[src/rtl/pr2d_pkg.sv]
`timescale 1ns / 1ps

package pr2d_pkg;

    localparam int CORDIC_STAGES_DEF = 16;
    localparam int MAX_STAGES        = 32;
    localparam int PT_W              = 32;
    localparam int ANGLE_W           = 16;
    localparam int GUARD_BITS        = 16;
    localparam int K_FRAC            = 30;
    localparam int K_W               = 30;
    localparam int PROD_W            = PT_W + K_W + 1;
    localparam int PRE_SHIFT         = K_FRAC - GUARD_BITS;
    localparam int DATA_W            = 50;
    localparam int Z_W               = 32;
    localparam int ATAN_W            = 30;

    typedef enum logic [1:0] {
        QUAD_0   = 2'd0,
        QUAD_90  = 2'd1,
        QUAD_180 = 2'd2,
        QUAD_270 = 2'd3
    } t_quad;

    typedef struct packed {
        logic signed [DATA_W-1:0] x;
        logic signed [DATA_W-1:0] y;
        logic signed [Z_W-1:0]    z;
    } t_vec;

    // Angle steps atan(2^-i) in units of 2^-32 turn.
    localparam logic [ATAN_W-1:0] ATAN_TURN32 [MAX_STAGES] = '{
        30'd536870912, 30'd316933406, 30'd167458907, 30'd85004756,
        30'd42667331,  30'd21354465,  30'd10679838,  30'd5340245,
        30'd2670163,   30'd1335087,   30'd667544,    30'd333772,
        30'd166886,    30'd83443,     30'd41722,     30'd20861,
        30'd10430,     30'd5215,      30'd2608,      30'd1304,
        30'd652,       30'd326,       30'd163,       30'd81,
        30'd41,        30'd20,        30'd10,        30'd5,
        30'd3,         30'd1,         30'd1,         30'd0
    };

    // Gain compensation in Q0.30 for n iterations, evaluated at elaboration.
    function automatic logic [K_W-1:0] gain_q30(input int n);
        logic [63:0] g2;
        logic [63:0] v;
        logic [63:0] res;
        logic [63:0] b;
        logic [63:0] rem;
        logic [63:0] quo;
        logic [63:0] num;
        g2  = 64'd1 << 60;
        for (int i = 0; i < n; i++) begin
            g2 = g2 + (g2 >> (2 * i));
        end
        v   = g2;
        res = '0;
        b   = 64'd1 << 62;
        for (int i = 0; i < 32; i++) begin
            if (v >= res + b) begin
                v   = v - (res + b);
                res = (res >> 1) + b;
            end else begin
                res = res >> 1;
            end
            b = b >> 2;
        end
        if (res == '0) begin
            res = 64'd1;
        end
        num = 64'd1 << 60;
        rem = '0;
        quo = '0;
        for (int j = 60; j >= 0; j--) begin
            rem = {rem[62:0], num[j]};
            if (rem >= res) begin
                rem    = rem - res;
                quo[j] = 1'b1;
            end
        end
        return quo[K_W-1:0];
    endfunction

endpackage

[src/rtl/pr2d_cordic_stage.sv]
`timescale 1ns / 1ps

module pr2d_cordic_stage #(
    parameter int STAGE = 0
) (
    input  logic               i_clk,
    input  logic               i_rst_n,
    input  logic               i_en,
    input  logic               i_valid,
    input  pr2d_pkg::t_vec     i_vec,
    output logic               o_valid,
    output pr2d_pkg::t_vec     o_vec
);

    localparam logic signed [pr2d_pkg::Z_W-1:0] ATAN =
        $signed({{(pr2d_pkg::Z_W-pr2d_pkg::ATAN_W){1'b0}}, pr2d_pkg::ATAN_TURN32[STAGE]});

    logic                 r_valid;
    pr2d_pkg::t_vec       r_vec;
    pr2d_pkg::t_vec       n_vec;
    logic signed [pr2d_pkg::DATA_W-1:0] dx;
    logic signed [pr2d_pkg::DATA_W-1:0] dy;

    assign dx = i_vec.y >>> STAGE;
    assign dy = i_vec.x >>> STAGE;

    // Residual angle sign picks the rotation direction.
    always_comb begin
        if (!i_vec.z[pr2d_pkg::Z_W-1]) begin
            n_vec.x = i_vec.x - dx;
            n_vec.y = i_vec.y + dy;
            n_vec.z = i_vec.z - ATAN;
        end else begin
            n_vec.x = i_vec.x + dx;
            n_vec.y = i_vec.y - dy;
            n_vec.z = i_vec.z + ATAN;
        end
    end

    always_ff @(posedge i_clk) begin
        if (!i_rst_n) begin
            r_valid <= 1'b0;
        end else if (i_en) begin
            r_valid <= i_valid;
        end
    end

    always_ff @(posedge i_clk) begin
        if (i_en) begin
            r_vec <= n_vec;
        end
    end

    assign o_valid = r_valid;
    assign o_vec   = r_vec;

endmodule

[config.mk]
export PLATFORM = sky130hd
export DESIGN_NAME = pr2d_cordic_stage
export DESIGN_NICKNAME = d
export VERILOG_FILES = /design/src/rtl/pr2d_pkg.sv /design/src/rtl/pr2d_cordic_stage.sv
export SDC_FILE = /design/constraint.sdc
export NUM_CORES = 1
export LEC_CHECK = 0
export BUFFER_PORTS_ARGS = -buffer_cell sky130_fd_sc_hd__buf_2
export CORE_ASPECT_RATIO = 0.7
export CORE_MARGIN = 8
export CORE_UTILIZATION = 61
export CTS_CLUSTER_SIZE = 25
export DETAILED_ROUTE_END_ITERATION = 8
export HOLD_SLACK_MARGIN = 0.12
export MAX_ROUTING_LAYER = met4
export PLACE_DENSITY_LB_ADDON = 0.2
export RECOVER_POWER = 25
export SYNTH_ARGS = -nofsm -noshare
export SYNTH_HDL_FRONTEND = slang
export SYNTH_SLANG_ARGS = --single-unit
export TNS_END_PERCENT = 100
[constraint.sdc]
create_clock -name i_clk -period 5.9 [get_ports i_clk]
set_input_delay 0.59 -clock i_clk [delete_from_list [all_inputs] [get_ports i_clk]]
set_output_delay 0.59 -clock i_clk [all_outputs]
set_load 0.01 [all_outputs]
==> results.toml, run 1 <==
[layout]
fin_cells = 2053
final_core_util_pct = 70.5
areaGrowthSynthToFinish_pct = 15.1
nets = 2037
drive_above_1_share_pct = 17.8
final_cell_mix = "240 x buf_2, 203 x a21oi_1, 151 x inv_1, 147 x ha_1, 131 x edfxtp_1"
stdcell_area_um2 = 15100
layout_commonest_cell = "buf_2"

[pwr]
p_int_mw = 2.32
power.share.switching_pct = 38.8
cellPowerDensity_nw_per_um2 = 252
clockPowerShare_pct = 29.8
p_seq_share_pct = 33.3
vdd_ir_drop_max_mv = 0.190
p_leak_nw = 6.64
p_switching_mw = 1.47
power_mw = 3.80
combPwrFrac_pct = 36.9

[route]
drt-initial-drc-count = 2072
routed_wirelength_um = 47900
wl_per_cell_um = 23.4
ant_nets = 0
drc = 0
detail_route.vias_per_cell = 6.50
via_count = 13300
first_pass_iters = 8

[yosys]
yosys_warnings = 0
ys.flop_type = "edfxtp_1"
synth_nets = 1818
ys_types = 83
synth_edf_count = 131
ys_ff_latch = 132
yosys.area.top_type = "edfxtp_1"
netlist_area_um2 = 13100
netlist_instances = 1531
syn_avg_cell_area_um2 = 8.56
async_flop_share_pct = 0
ys_seq_area_share_pct = 30.2
ys_top_cells_by_area = "edfxtp_1 30%, ha_1 14%, a21oi_1 7.8%"
synth_top_cell_area_share_pct = 30.0

[floorplanning]
die_h_um = 139
dieArea_um2 = 26500
num_rows = 45
ios = 269
core_um2 = 21400
die_w_um = 191
start_util_pct = 61.2

[setup_path]
cp_max_fo = 15
cp-startpoint = "i_vec[39]"
worstPathRequired_ps = 6070
crit_arrival_ps = 4250
cp_slowest_stage_delay_ps = 740
crit_chain = "buf_2, inv_1, ha_1, nor4_1, a21boi_0, o21ai_0, o211ai_1, a21oi_1, o21ai_0, a31oi_1, o21ai_0, xnor2_1"
critPathCapture = "o_vec[78]$_DFFE_PP_"
r2r-start = "o_valid$_SDFFE_PN0P_"
crit_slowest_cell = "o21ai_0"
rr_worst_depth = 2
start_kind = "input pin"
crit_family = "compound AO/OA/AOI/OAI gates"
crit_top_cell = "o21ai_0"
endpoint_kind = "register"
worstPathBufferInverterCount = 2
r2r_end = "o_valid$_SDFFE_PN0P_"
crit_cells = 12
crit_type = "in -> reg"
reg2reg_slack_ps = 5230

[cts]
cts_root_buf = "clkbuf_16"
cts_buffers = 17
post_cts_buffers = 0
holdBufCountCts = 0
cts_tree = "built"
clkTransAtPathRegs_ps = 70
clock-sinks = 132
clk_latency_ps = 430
cts_buffer_depth = 2
htree_levels = 4
cts_resized = 0

[placement]
io_buffers = 268
placed_cell_area_um2 = 14500
place_worst_setup_slack_ps = 1620
place.gp.congestion = 1.05
dp_hpwl_um = 38000
dpl.cell_count = 2013

[global_routing]
grt_pass1_wl_um = 72700
grt_pass1_vias = 12700
antenna_found_initial = 7
grt.overflow.total = 0
grt_util_all_layers_pct = 35.5
grt_max_degree = 86

[sta]
slew_viol_final = 49
hold_violations = 0
finalSetupViolations = 0
rsz0062_at_grt = "false"
tightestPinTransition_ps = 3230
tns_ps = 0
skew_ps = 0
max_freq_mhz = 245
maxSlewHeadroom_pct = -115
layout_setup_ws_ps = 1820
whs_ps = 324
post-route-period-util_pct = 69.1
min_period_ps = 4080

[status]
violations = "capacitance limit, slew limit"
outcome = "finished, violations left"

[min_path]
hold_depth = 1
hold_class = "in -> reg"

[flow_run]
drv_cap = 1
cell type report:
| type | count | area, µm² |
|---|---|---|
| Inverter | 159 | 597 |
| Multi-Input combinational cell | 1170 | 8230 |
| Tap cell | 282 | 353 |
| Fill cell | 1732 | 6310 |
| Timing Repair Buffer | 270 | 1330 |
| Sequential cell | 132 | 3950 |
| Antenna cell | 8 | 20.0 |
| Clock inverter | 15 | 181 |
| Clock buffer | 17 | 425 |
worst min-delay path by stage:
stage                                    start              endpoint
after detailed placement  o_valid$_SDFFE_PN0P_  o_valid$_SDFFE_PN0P_
after global placement    o_valid$_SDFFE_PN0P_  o_valid$_SDFFE_PN0P_
after CTS                            i_vec[28]   o_vec[28]$_DFFE_PP_
final                                 i_vec[4]    o_vec[4]$_DFFE_PP_
after floorplan           o_valid$_SDFFE_PN0P_  o_valid$_SDFFE_PN0P_
after global routing                  i_vec[4]    o_vec[4]$_DFFE_PP_
power by group through the flow:
stage | logic, mW | clock network [mW] | registers [mW]
finish | 1.40 | 1.13 | 1.26
global route | 1.49 | 1.16 | 1.27
CTS | 1.36 | 1.13 | 1.26
detailed placement | 1.35 | 0 | 1.28
global placement | 1.33 | 0 | 1.27
floorplan | 0.781 | 0 | 1.36
cell families (layout without fill, tap and decap cells):
logic type | after synthesis | in the layout | synth area share [%]
AO/OA/AOI/OAI | 541 | 541 | 26.5
AND/OR/NAND/NOR | 352 | 352 | 13.0
buffers and inverters | 229 | 461 | 7.01
adder cells (fa/ha/maj) | 151 | 151 | 14.6
flip-flops | 132 | 132 | 30.2
XOR/XNOR | 97 | 97 | 6.48
multiplexers | 29 | 29 | 2.22
other | 0 | 8 | 0
registers in the layout, indices dropped and copies added, names as in the netlist:
| name | flops |
|---|---|
| o_valid | 1 |
| o_vec | 131 |
layer usage:
layer / vias to the layer above / global-route usage (%) / wire length, µm
met5: - / - / 0
met4: 0 / 8.61 / 1170
met3: 110 / 10.4 / 6840
met2: 1031 / 49.0 / 19600
met1: 6236 / 50.1 / 20300
li1: 5962 / - / -
Yosys cell counts, drive strengths merged (20+ instances only):
cell type,number
o21bai,39
a21o,29
nand4,29
mux2i,29
nand2,92
xnor2,91
nor3,25
nand3,29
ha,147
o21ai,105
inv,154
nor2b,20
edfxtp,131
a21oi,206
clkbuf,29
nor2,106
buf,41
Note: power is estimated with default switching activity, not from simulation.
==> run 2, diff against run 1 <==
CORE_UTILIZATION = 52   (was 61)
clock period = 3.6 ns   (was 5.9 ns; I/O delays follow)
==> run 2 against run 1 <==
The flow still finishes with violations (capacitance limit, slew limit). Via count grew 3.5%. Critical path depth is 3 higher. Routed wire length increased by 9.1%. Sequential share of layout area shrank 2.4 points. Non-clock buffer count up 179. Critical path type unchanged. Hold slack got worse by 170 ps.
==> results.toml, run 2 (same netlist as run 1, synthesis figures left out) <==
[route]
wl_met3_um = 8080
met1_length_um = 23600
drt-initial-drc-count = 1675
ant_nets = 0
detail_route.vias_per_cell = 6.08
met2_length_um = 19800
first_pass_iters = 6
routed_wirelength_um = 52300
via_count = 13800
drc = 0
wl_per_cell_um = 23.0
top_layer_used = "met4"

[global_routing]
grt_pass1_vias = 13100
antenna_found_initial = 6
grt_max_degree = 92
grt_util_all_layers_pct = 33.8
grt_pass1_wl_um = 77200
grt.overflow.total = 0

[cts]
cts_buffers = 17
post_cts_buffers = 0
cts_root_buf = "clkbuf_16"
clkTransAtPathRegs_ps = 70
cts_tree = "built"
clock-sinks = 132
clk_latency_ps = 430
htree_levels = 4
holdBufCountCts = 25
cts_buffer_depth = 2
cts_resized = 0

[setup_path]
cp_max_fo = 3
crit_arrival_ps = 3570
crit_type = "in -> reg"
endpoint_kind = "register"
start_kind = "input pin"
worstPathRequired_ps = 3770

[status]
outcome = "finished, violations left"
violations = "capacitance limit, slew limit"

[layout]
multiInputGateArea_um2 = 8230
areaGrowthSynthToFinish_pct = 26.7
final_cell_mix = "258 x buf_2, 203 x a21oi_1, 154 x buf_4, 151 x inv_1, 147 x ha_1"
fillerInstances = 2060
layout_commonest_cell = "buf_2"
nets = 2216
largest_register_ffs = 131
regArea_um2 = 3950
drive_above_1_share_pct = 25.0

[sta]
rsz0062_at_grt = "false"
whs_ps = 158
min_period_ps = 3400
slew_viol_final = 91
tightestPinTransition_ps = 2480
skew_ps = 0
post-route-period-util_pct = 94.4
hold_violations = 0
maxSlewHeadroom_pct = -65.3
finalSetupViolations = 0
max_freq_mhz = 294
tns_ps = 0

[floorplanning]
num_rows = 48
die_h_um = 149
core_um2 = 24700
ios = 269
start_util_pct = 53.1
die_w_um = 206
dieArea_um2 = 30600

[pwr]
cellPowerDensity_nw_per_um2 = 396
vdd_ir_drop_max_mv = 0.340
p_leak_nw = 7.54

[flow_run]
drv_cap = 1

[placement]
place.gp.congestion = 1.03
dp_hpwl_um = 42000
io_buffers = 268

[min_path]
hold_class = "in -> reg"
run 2: changes by cell type in the layout (fill, tap and decap cells not counted), sizes merged:
cell and change:
clkbuf -18, buf +172, clkinv -2, inv +1
diode -2, clkinvlp +1, dlygate4sd3 +25
run 2: layout make-up:
class / instances / area share (%)
antenna: 6 / 0.0904
clock buffer: 17 / 2.56
clock inverter: 15 / 1.09
inverter: 159 / 3.60
multi-input combinational: 1170 / 49.6
sequential: 132 / 23.8
tap: 325 / 2.45
timing repair buffer: 449 / 16.8
run 2: critical path, stage by stage:
cell and delay, ps:
buf_2 100, inv_1 40, ha_1 210, fa_1 400, nor2b_1 190, o311ai_1 130, buf_4 160, a31oi_2 200
nor2b_1 110, o21ai_0 560, a21oi_1 230, o21bai_1 250, a211oi_1 110, a21oi_1 350, xnor2_1 150
run 2: layer usage:
metal  GRT usage [%]  vias to the layer above
met5               -                        -
met3            15.1                       70
met2            43.0                      924
met4            7.06                        0
met1            48.0                     6502
li1                -                     6313
run 2: power by group:
part	switching (mW)	leakage (nW)	internal (mW)	total, mW
clock network	0.869	0.292	1.00	1.87
registers	0.0767	1.29	2.00	2.08
logic	1.60	5.96	1.03	2.63
total	2.54	7.54	4.03	6.58
run 2: path summary, 6_finish.rpt:
check,cells past startpoint,slack [ps],from,end
hold reg to reg,2,550,o_valid$_SDFFE_PN0P_,o_valid$_SDFFE_PN0P_
hold / removal,2,160,i_rst_n,o_valid$_SDFFE_PN0P_
setup reg to reg,2,2940,o_valid$_SDFFE_PN0P_,o_valid$_SDFFE_PN0P_
setup / recovery,15,200,i_vec[82],o_vec[106]$_DFFE_PP_
run 2: metrics by stage:
step | worst slack (ps) | total power [mW] | area (µm²) | utilization, % | std cells
after detailed placement | -86.8 | 4.60 | 15700 | 63.8 | 2210
after global routing | 136 | 6.83 | 16600 | 67.3 | 2273
after floorplan | 582 | 3.50 | 13100 | - | 1531
after CTS | 357 | 6.50 | 16600 | 67.3 | 2267
final | 202 | 6.58 | 16600 | 67.3 | 2273
after global placement | -37.7 | 4.58 | 15700 | 63.8 | 2210
